$ cat src/rtl/rsc_pkg.sv
// ----------------------------------------------------------------------------
// rsc_pkg
// shared types and constants of the rpn stack calculator
// ----------------------------------------------------------------------------
package rsc_pkg;

	localparam int STACK_DEPTH = 16;
	localparam int DATA_W      = 32;
	localparam int ADDR_W      = (STACK_DEPTH > 1) ? $clog2(STACK_DEPTH) : 1;
	localparam int CNT_W       = $clog2(STACK_DEPTH + 1);
	localparam int DEPTH_W     = 5;
	localparam int BITCNT_W    = $clog2(DATA_W + 1);

	typedef enum logic [3:0] {
		OP_PUSH  = 4'd0,
		OP_ADD   = 4'd1,
		OP_SUB   = 4'd2,
		OP_MUL   = 4'd3,
		OP_DIV   = 4'd4,
		OP_POP   = 4'd5,
		OP_PEEK  = 4'd6,
		OP_SWAP  = 4'd7,
		OP_CLEAR = 4'd8
	} op_t;

	typedef enum logic [1:0] {
		ST_OK   = 2'd0,
		ST_FEW  = 2'd1,
		ST_FULL = 2'd2,
		ST_DIVZ = 2'd3
	} status_t;

	typedef enum logic [1:0] {
		ALU_ADD = 2'd0,
		ALU_SUB = 2'd1,
		ALU_MUL = 2'd2,
		ALU_DIV = 2'd3
	} alu_op_t;

	typedef struct packed {
		logic [3:0]               operation;
		logic signed [DATA_W-1:0] value;
	} cmd_word_t;

	typedef struct packed {
		logic signed [DATA_W-1:0] top_value;
		logic [1:0]               status;
		logic [DEPTH_W-1:0]       depth;
	} res_word_t;

	typedef struct packed {
		logic        start;
		alu_op_t     op;
	} alu_req_t;

endpackage

$ cat src/rtl/rsc_ram.sv
// ----------------------------------------------------------------------------
// rsc_ram
// generic single write, single read ram with registered read data
// ----------------------------------------------------------------------------
module rsc_ram #(
	parameter int WIDTH = 32,
	parameter int DEPTH = 16
) (
	input  logic                                     clk,
	input  logic                                     we,
	input  logic [((DEPTH > 1) ? $clog2(DEPTH) : 1)-1:0] waddr,
	input  logic [WIDTH-1:0]                         wdata,
	input  logic [((DEPTH > 1) ? $clog2(DEPTH) : 1)-1:0] raddr,
	output logic [WIDTH-1:0]                         rdata
);

	logic [WIDTH-1:0] mem_q [DEPTH];

	always_ff @(posedge clk) begin
		if (we) begin
			mem_q[waddr] <= wdata;
		end
		rdata <= mem_q[raddr];
	end

endmodule

$ cat src/rtl/rsc_alu.sv
// ----------------------------------------------------------------------------
// rsc_alu
// bit serial add and subtract, shift-add multiply, restoring divide
// ----------------------------------------------------------------------------
module rsc_alu import rsc_pkg::*; (
	input  logic              clk,
	input  logic              arst_n,
	input  alu_req_t          req,
	input  logic [DATA_W-1:0] a,
	input  logic [DATA_W-1:0] b,
	output logic              done,
	output logic [DATA_W-1:0] result
);

	logic [DATA_W-1:0]   x_q, y_q, acc_q, rem_q;
	logic                c_q, neg_q, busy_q, fix_q;
	alu_op_t             op_q;
	logic [BITCNT_W-1:0] cnt_q;
	logic [DATA_W:0]     trial;
	logic [DATA_W:0]     diff;
	logic                sbit, cout;

	assign sbit  = x_q[0] ^ y_q[0] ^ c_q;
	assign cout  = (x_q[0] & y_q[0]) | (x_q[0] & c_q) | (y_q[0] & c_q);
	assign trial = {rem_q, x_q[DATA_W-1]};
	assign diff  = trial - {1'b0, y_q};

	always_ff @(posedge clk or negedge arst_n) begin
		if (!arst_n) begin
			busy_q <= 1'b0;
			fix_q  <= 1'b0;
			done   <= 1'b0;
		end else begin
			done <= 1'b0;
			if (req.start) begin
				busy_q <= 1'b1;
			end else if (busy_q && cnt_q == BITCNT_W'(DATA_W - 1)) begin
				busy_q <= 1'b0;
				fix_q  <= 1'b1;
			end else if (fix_q) begin
				fix_q <= 1'b0;
				done  <= 1'b1;
			end
		end
	end

	always_ff @(posedge clk) begin
		if (req.start) begin
			op_q  <= req.op;
			cnt_q <= '0;
			acc_q <= '0;
			rem_q <= '0;
			c_q   <= (req.op == ALU_SUB);
			neg_q <= a[DATA_W-1] ^ b[DATA_W-1];
			case (req.op)
				ALU_ADD: begin
					x_q <= b;
					y_q <= a;
				end
				ALU_SUB: begin
					x_q <= b;
					y_q <= ~a;
				end
				ALU_MUL: begin
					x_q <= b;
					y_q <= a;
				end
				ALU_DIV: begin
					x_q <= b[DATA_W-1] ? (~b + 1'b1) : b;
					y_q <= a[DATA_W-1] ? (~a + 1'b1) : a;
				end
				default: begin
					x_q <= b;
					y_q <= a;
				end
			endcase
		end else if (busy_q) begin
			cnt_q <= cnt_q + 1'b1;
			case (op_q)
				ALU_ADD, ALU_SUB: begin
					x_q <= {sbit, x_q[DATA_W-1:1]};
					y_q <= {1'b0, y_q[DATA_W-1:1]};
					c_q <= cout;
				end
				ALU_MUL: begin
					if (y_q[0]) begin
						acc_q <= acc_q + x_q;
					end
					x_q <= {x_q[DATA_W-2:0], 1'b0};
					y_q <= {1'b0, y_q[DATA_W-1:1]};
				end
				default: begin
					if (!diff[DATA_W]) begin
						rem_q <= diff[DATA_W-1:0];
						acc_q <= {acc_q[DATA_W-2:0], 1'b1};
					end else begin
						rem_q <= trial[DATA_W-1:0];
						acc_q <= {acc_q[DATA_W-2:0], 1'b0};
					end
					x_q <= {x_q[DATA_W-2:0], 1'b0};
				end
			endcase
		end else if (fix_q) begin
			case (op_q)
				ALU_ADD, ALU_SUB: result <= x_q;
				ALU_MUL:          result <= acc_q;
				default:          result <= neg_q ? (~acc_q + 1'b1) : acc_q;
			endcase
		end
	end

endmodule

$ cat src/rtl/rpn_stack_calculator.sv
// ----------------------------------------------------------------------------
// rpn_stack_calculator
// reverse polish integer calculator over a bounded stack held in ram
// ----------------------------------------------------------------------------
// one word at a time: after a word is taken, the two top entries are read
// from ram and a decision follows. pop, peek, clear, unused codes and flagged
// words then give their result word directly, push after one ram write and
// swap after two writes. add, sub, mul and div wait for the bit serial alu,
// which handles one bit of the operands per cycle, and for its start, its
// finish and the write back. the controller returns to idle as the result
// word is put out and takes the next word from there. a finished result
// waits in the output register while the next word is taken; a second
// finished result waits until it is taken
module rpn_stack_calculator import rsc_pkg::*; (
	input  logic      clk,
	input  logic      arst_n,
	input  logic      cmd_valid,
	output logic      cmd_stall,
	input  cmd_word_t cmd,
	output logic      res_valid,
	input  logic      res_stall,
	output res_word_t res
);

	typedef enum logic [7:0] {
		S_IDLE = 8'b0000_0001,
		S_RDA  = 8'b0000_0010,
		S_RDB  = 8'b0000_0100,
		S_DEC  = 8'b0000_1000,
		S_EXEC = 8'b0001_0000,
		S_WR1  = 8'b0010_0000,
		S_WR2  = 8'b0100_0000,
		S_DONE = 8'b1000_0000
	} state_t;

	state_t              state_q;
	logic [CNT_W-1:0]    cnt_q;
	logic [3:0]          op_q;
	logic [DATA_W-1:0]   val_q, a_q, top_q, wr_data_q;
	logic [ADDR_W-1:0]   wr_addr_q;
	status_t             status_q;
	logic                swap_q;
	logic [CNT_W-1:0]    cnt_m1, cnt_m2;
	logic [ADDR_W-1:0]   raddr, waddr;
	logic [DATA_W-1:0]   rdata, wdata, cur_top;
	logic                we;
	alu_req_t            alu_req;
	logic                alu_done;
	logic [DATA_W-1:0]   alu_res;

	assign cnt_m1  = cnt_q - 1'b1;
	assign cnt_m2  = cnt_q - 2'd2;
	assign cur_top = (cnt_q == '0) ? '0 : a_q;
	assign raddr   = (state_q == S_RDB) ? cnt_m2[ADDR_W-1:0] : cnt_m1[ADDR_W-1:0];
	assign we      = (state_q == S_WR1) || (state_q == S_WR2);
	assign waddr   = (state_q == S_WR2) ? cnt_m2[ADDR_W-1:0] : wr_addr_q;
	assign wdata   = (state_q == S_WR2) ? a_q : wr_data_q;
	assign cmd_stall = (state_q != S_IDLE);

	rsc_ram #(
		.WIDTH (DATA_W),
		.DEPTH (STACK_DEPTH)
	) u_ram (
		.clk   (clk),
		.we    (we),
		.waddr (waddr),
		.wdata (wdata),
		.raddr (raddr),
		.rdata (rdata)
	);

	always_comb begin
		alu_req.start = 1'b0;
		alu_req.op    = ALU_ADD;
		if (state_q == S_DEC) begin
			case (op_t'(op_q))
				OP_ADD: alu_req.op = ALU_ADD;
				OP_SUB: alu_req.op = ALU_SUB;
				OP_MUL: alu_req.op = ALU_MUL;
				OP_DIV: alu_req.op = ALU_DIV;
				default: alu_req.op = ALU_ADD;
			endcase
			case (op_t'(op_q))
				OP_ADD, OP_SUB, OP_MUL: alu_req.start = (cnt_q >= CNT_W'(2));
				OP_DIV: alu_req.start = (cnt_q >= CNT_W'(2)) && (a_q != '0);
				default: alu_req.start = 1'b0;
			endcase
		end
	end

	rsc_alu u_alu (
		.clk    (clk),
		.arst_n (arst_n),
		.req    (alu_req),
		.a      (a_q),
		.b      (rdata),
		.done   (alu_done),
		.result (alu_res)
	);

	always_ff @(posedge clk or negedge arst_n) begin
		if (!arst_n) begin
			state_q   <= S_IDLE;
			cnt_q     <= '0;
			res_valid <= 1'b0;
		end else begin
			if (state_q == S_DONE && (!res_valid || !res_stall)) begin
				res_valid <= 1'b1;
			end else if (res_valid && !res_stall) begin
				res_valid <= 1'b0;
			end
			case (state_q)
				S_IDLE: begin
					if (cmd_valid) begin
						state_q <= S_RDA;
					end
				end
				S_RDA: state_q <= S_RDB;
				S_RDB: state_q <= S_DEC;
				S_DEC: begin
					state_q <= S_DONE;
					case (op_t'(op_q))
						OP_PUSH: begin
							if (cnt_q != CNT_W'(STACK_DEPTH)) begin
								cnt_q   <= cnt_q + 1'b1;
								state_q <= S_WR1;
							end
						end
						OP_ADD, OP_SUB, OP_MUL, OP_DIV: begin
							if (alu_req.start) begin
								state_q <= S_EXEC;
							end
						end
						OP_POP: begin
							if (cnt_q != '0) begin
								cnt_q <= cnt_m1;
							end
						end
						OP_SWAP: begin
							if (cnt_q >= CNT_W'(2)) begin
								state_q <= S_WR1;
							end
						end
						OP_CLEAR: cnt_q <= '0;
						default: ;
					endcase
				end
				S_EXEC: begin
					if (alu_done) begin
						cnt_q   <= cnt_m1;
						state_q <= S_WR1;
					end
				end
				S_WR1: state_q <= swap_q ? S_WR2 : S_DONE;
				S_WR2: state_q <= S_DONE;
				S_DONE: begin
					if (!res_valid || !res_stall) begin
						state_q <= S_IDLE;
					end
				end
				default: state_q <= S_IDLE;
			endcase
		end
	end

	always_ff @(posedge clk) begin
		case (state_q)
			S_IDLE: begin
				op_q  <= cmd.operation;
				val_q <= cmd.value;
			end
			S_RDB: a_q <= rdata;
			S_DEC: begin
				swap_q   <= 1'b0;
				status_q <= ST_OK;
				top_q    <= cur_top;
				case (op_t'(op_q))
					OP_PUSH: begin
						if (cnt_q == CNT_W'(STACK_DEPTH)) begin
							status_q <= ST_FULL;
						end else begin
							wr_addr_q <= cnt_q[ADDR_W-1:0];
							wr_data_q <= val_q;
							top_q     <= val_q;
						end
					end
					OP_ADD, OP_SUB, OP_MUL, OP_DIV: begin
						if (cnt_q < CNT_W'(2)) begin
							status_q <= ST_FEW;
						end else if (op_t'(op_q) == OP_DIV && a_q == '0) begin
							status_q <= ST_DIVZ;
						end
						wr_addr_q <= cnt_m2[ADDR_W-1:0];
					end
					OP_POP, OP_PEEK: begin
						if (cnt_q == '0) begin
							status_q <= ST_FEW;
						end
					end
					OP_SWAP: begin
						if (cnt_q < CNT_W'(2)) begin
							status_q <= ST_FEW;
						end else begin
							swap_q    <= 1'b1;
							wr_addr_q <= cnt_m1[ADDR_W-1:0];
							wr_data_q <= rdata;
							top_q     <= rdata;
						end
					end
					OP_CLEAR: top_q <= '0;
					default: ;
				endcase
			end
			S_EXEC: begin
				if (alu_done) begin
					wr_data_q <= alu_res;
					top_q     <= alu_res;
				end
			end
			S_DONE: begin
				if (!res_valid || !res_stall) begin
					res.top_value <= top_q;
					res.status    <= status_q;
					res.depth     <= DEPTH_W'(cnt_q);
				end
			end
			default: ;
		endcase
	end

endmodule

$ cat config.mk
export PLATFORM = sky130hd
export DESIGN_NAME = rpn_stack_calculator
export DESIGN_NICKNAME = d
export VERILOG_FILES = /design/src/rtl/rsc_pkg.sv /design/src/rtl/rsc_ram.sv /design/src/rtl/rsc_alu.sv /design/src/rtl/rpn_stack_calculator.sv
export SDC_FILE = /design/constraint.sdc
export NUM_CORES = 2
export LEC_CHECK = 0
export BUFFER_PORTS_ARGS = -buffer_cell sky130_fd_sc_hd__buf_4
export CAP_MARGIN = 25
export CORE_ASPECT_RATIO = 1.75
export CORE_UTILIZATION = 50
export CTS_CLUSTER_DIAMETER = 60
export CTS_CLUSTER_SIZE = 28
export DETAILED_ROUTE_END_ITERATION = 8
export GPL_TIMING_DRIVEN = 0
export PLACE_DENSITY = 0.68
export SLEW_MARGIN = 10
export SYNTH_ARGS = -nofsm -noshare
export SYNTH_HDL_FRONTEND = slang
export SYNTH_HIERARCHICAL = 1
export SYNTH_SLANG_ARGS = --single-unit
$ cat constraint.sdc
create_clock -name clk -period 7.7 [get_ports clk]
set_input_delay 0 -clock clk [delete_from_list [all_inputs] [get_ports clk]]
set_output_delay 0 -clock clk [all_outputs]
set_load 0.02 [all_outputs]
==> results.sh <==
export IMPL_status="complete, but fails checks"
export IMPL_failed_checks="design-rule violations"
export IMPL_yosysTopAreaCellShare=0.5729
export IMPL_grt_pass1_wl_mm=177.2
export IMPL_setup_worst_path_class="register to register"
export IMPL_tightest_slew_ps=1086
export IMPL_dp_hpwl_mm=92.51
export IMPL_synthSimpleGateAreaFrac=0.09353
export IMPL_syn_avg_cell_area_um2=13.32
export IMPL_r2r_end="u_alu/y_q[30]"
export IMPL_grt_usage=0.2900
export IMPL_maxCapViolCount=0
export IMPL_viasPerCell=6.192
export IMPL_ir_worst_vdd_uv=257.4
export IMPL_crit_path_start_kind="register"
export IMPL_clk_latency_ps=670
export IMPL_synth_top_family_by_area="compound AO/OA/AOI/OAI gates"
export IMPL_h_tree_depth=2
export IMPL_period_share=0.6799
export IMPL_synth_area_top_cells="edfxtp_1 57%, mux4_2 7.0%, dfxtp_1 4.9%"
export IMPL_pwr_density_cell_mw_per_mm2=324.5
export IMPL_synth_cells_most_frequent="790 x edfxtp_1, 386 x nand2_1, 209 x nor2_1"
export IMPL_synth_seq_cells=909
export IMPL_postCtsResizedCells=0
export IMPL_drc_errors=32
export IMPL_synthMuxAreaShare=0.08624
export IMPL_portBuffers=80
export IMPL_grt_max_degree=33
export IMPL_yosysUniqueCellTypes=92
export IMPL_yosys_area_top_type="edfxtp_1"
export IMPL_synth_most_common_cell="edfxtp_1"
export IMPL_drive_gt1_frac=0.1210
export IMPL_startpoint="state_q[2]"
export IMPL_dr_pass1_iters=8
export IMPL_drtIter0Drc=2396
export IMPL_setup_viol=0
export IMPL_p_total_uw=14970
export IMPL_clockBufferDepth=3
export IMPL_hold_viol=0
export IMPL_max_freq_ghz=0.1910
export IMPL_synth_fa_ha_area_frac=0.02381
export IMPL_rsz0062_at_grt="false"
export IMPL_coreArea_mm2=0.08209
export IMPL_cts_tree="done"
export IMPL_synth_xor_area_frac=0.03236
export IMPL_clk_pin_slew_ps=110
export IMPL_ant_nets=0
export IMPL_synth_edff_count=790
export IMPL_synth_async_reset_ratio=0.01870
export IMPL_fp_dieW_um=219.5
export IMPL_min_period_ps=5235
export IMPL_via_count=27380
export IMPL_max_slew_margin=0.2731
export IMPL_yosysWarnings=6
export IMPL_r2r_cells=14
export IMPL_die_area_mm2=0.08401
export IMPL_reg2reg_setup_slack_ps=2460
export IMPL_start_util=0.5044
export IMPL_worst_ep_arrival_time_ps=5630
export IMPL_rows=139
export IMPL_numCtsBuffers=46
export IMPL_skew_ps=36.84
export IMPL_cts_sinks=909
export IMPL_antenna_found_initial=1
export IMPL_first_global_vias=27740
export IMPL_end_kind="register"
export IMPL_syn2layout_area_growth_pct=11.44
export IMPL_p_leak_uw=0.01590
export IMPL_cp_max_fo=9
export IMPL_syn_area_mm2=0.04140
export IMPL_min_path_type="input pin to register"
export IMPL_totalWireLength_mm=120.8
export IMPL_fin_nets=3442
export IMPL_min_from="cmd[6]"
export IMPL_synth_compound_area_frac=0.1068
export IMPL_wire_per_inst_um=27.33
export IMPL_seq_area_frac_synth=0.6326
export IMPL_globalRoute_totalOverflow=0
export IMPL_gp_congestion=0.9889
export IMPL_drv_slew=0
export IMPL_cts_root_buf="clkbuf_16"
export IMPL_synth_net_count=3226
export IMPL_ys_flop_type="edfxtp_1"
export IMPL_r2r_start="state_q[2]"
export IMPL_dpl_instance_area_mm2=0.04414
export IMPL_ios=81
export IMPL_critPathRequiredTime_ps=8100
export IMPL_final_area_mm2=0.04614
export IMPL_synthCells=3109
export IMPL_chipHeight_um=382.7
export IMPL_cp_endpoint="u_alu/y_q[30]"
## stage by stage
step	util	TNS (ps)	hold WS, ps	worst slack, ps	instances
after floorplan	-	0	-295.6	2176	3109
after global placement	0.5278	-19010	-93.52	-432.0	4246
after detailed placement	0.5377	0	-90.11	2562	4292
after CTS	0.5619	0	22.44	2544	4419
after global routing	0.5621	0	36.47	2253	4420
final	0.5621	0	55.14	2465	4421
## cell families after synthesis
| family | after synthesis |
|---|---|
| AOI/OAI and AO/OA | 676 |
| DFF | 909 |
| adders and majority gates | 77 |
| and+or+nand+nor | 853 |
| xor gates and xnor gates | 153 |
| muxes | 196 |
| buffers and inverters | 245 |
## where the power goes
part	internal (µW)	total [µW]	switching, µW	leakage [µW]
combinational	2230	5510	3280	0.00694
clock	1250	2960	1710	0.000753
sequential	5910	6500	592	0.00821
## layout make-up
type                            count  area (µm²)
Buffer                            174       754.5
Clock inverter                     22       332.8
Fill cell                        6656       35950
Clock buffer                       64        1240
Timing Repair Buffer              168        1702
Sequential cell                   909       26190
Inverter                           71       266.5
Tap cell                         1057        1323
Multi-Input combinational cell   1955       14330
Antenna cell                        1       2.502
## flip-flops by register name (all words and copies together), names as in the netlist, 2 cells and up
name / count
u_alu/rem_q: 32
a_q: 32
cnt_q: 5
u_alu/x_q: 32
top_q: 32
u_ram/rdata: 32
res: 39
state_q: 8
u_alu/cnt_q: 6
wr_data_q: 32
wr_addr_q: 4
u_alu/result: 32
u_alu/op_q: 2
u_alu/y_q: 32
op_q: 4
u_ram/mem_q: 512
status_q: 2
u_alu/acc_q: 32
val_q: 32
## layout by cell type, fill, tap and decap left out, types with 62 or more instances in the layout
cell type  Yosys  layout
ha_1          74      74
dfxtp_1      102     102
o21ai_0      123     123
mux2i_1       62      62
edfxtp_1     790     790
nand2_1      386     385
xnor2_1       84      84
mux4_2       128     128
a22oi_1       66      66
nor2_1       209     197
a21oi_1      190     189
buf_4         13     112
inv_1         70      70
xor2_1        69      69
clkbuf_1     127     144
## layer usage
| metal | global-route usage | share of wire | vias up |
|---|---|---|---|
| met5 | 0 | 0 | - |
| met4 | 0.1676 | 0.064 | 0 |
| met2 | 0.5362 | 0.54 | 997 |
| li1 | - | - | 12310 |
| met3 | 0.02901 | 0.047 | 308 |
| met1 | 0.3180 | 0.35 | 13760 |
## repair_timing
item	4_1_cts	5_1_grt
hold buffers	41	0
buffers inserted	0	0
hold endpoints to repair	78	0
## critical path, stage by stage, from the launching register on
cell,delay (ps)
dfrtp_1,480
or3_4,450
or3_1,350
buf_2,190
nor3_1,450
clkbuf_1,440
inv_1,150
o21ai_0,660
o21ai_0,410
a21oi_1,390
o21ai_1,320
a21oi_1,260
o21ai_0,140
xnor2_1,180
mux2i_1,90
## how the worst min path moves through the flow
stage	cells past startpoint	to
after global routing	2	val_q[6]
final	2	val_q[6]
after detailed placement	1	cnt_q[4]
after global placement	1	cnt_q[4]
after floorplan	0	cnt_q[0]
after CTS	2	val_q[6]
Note: power is estimated with default switching activity, not from simulation.
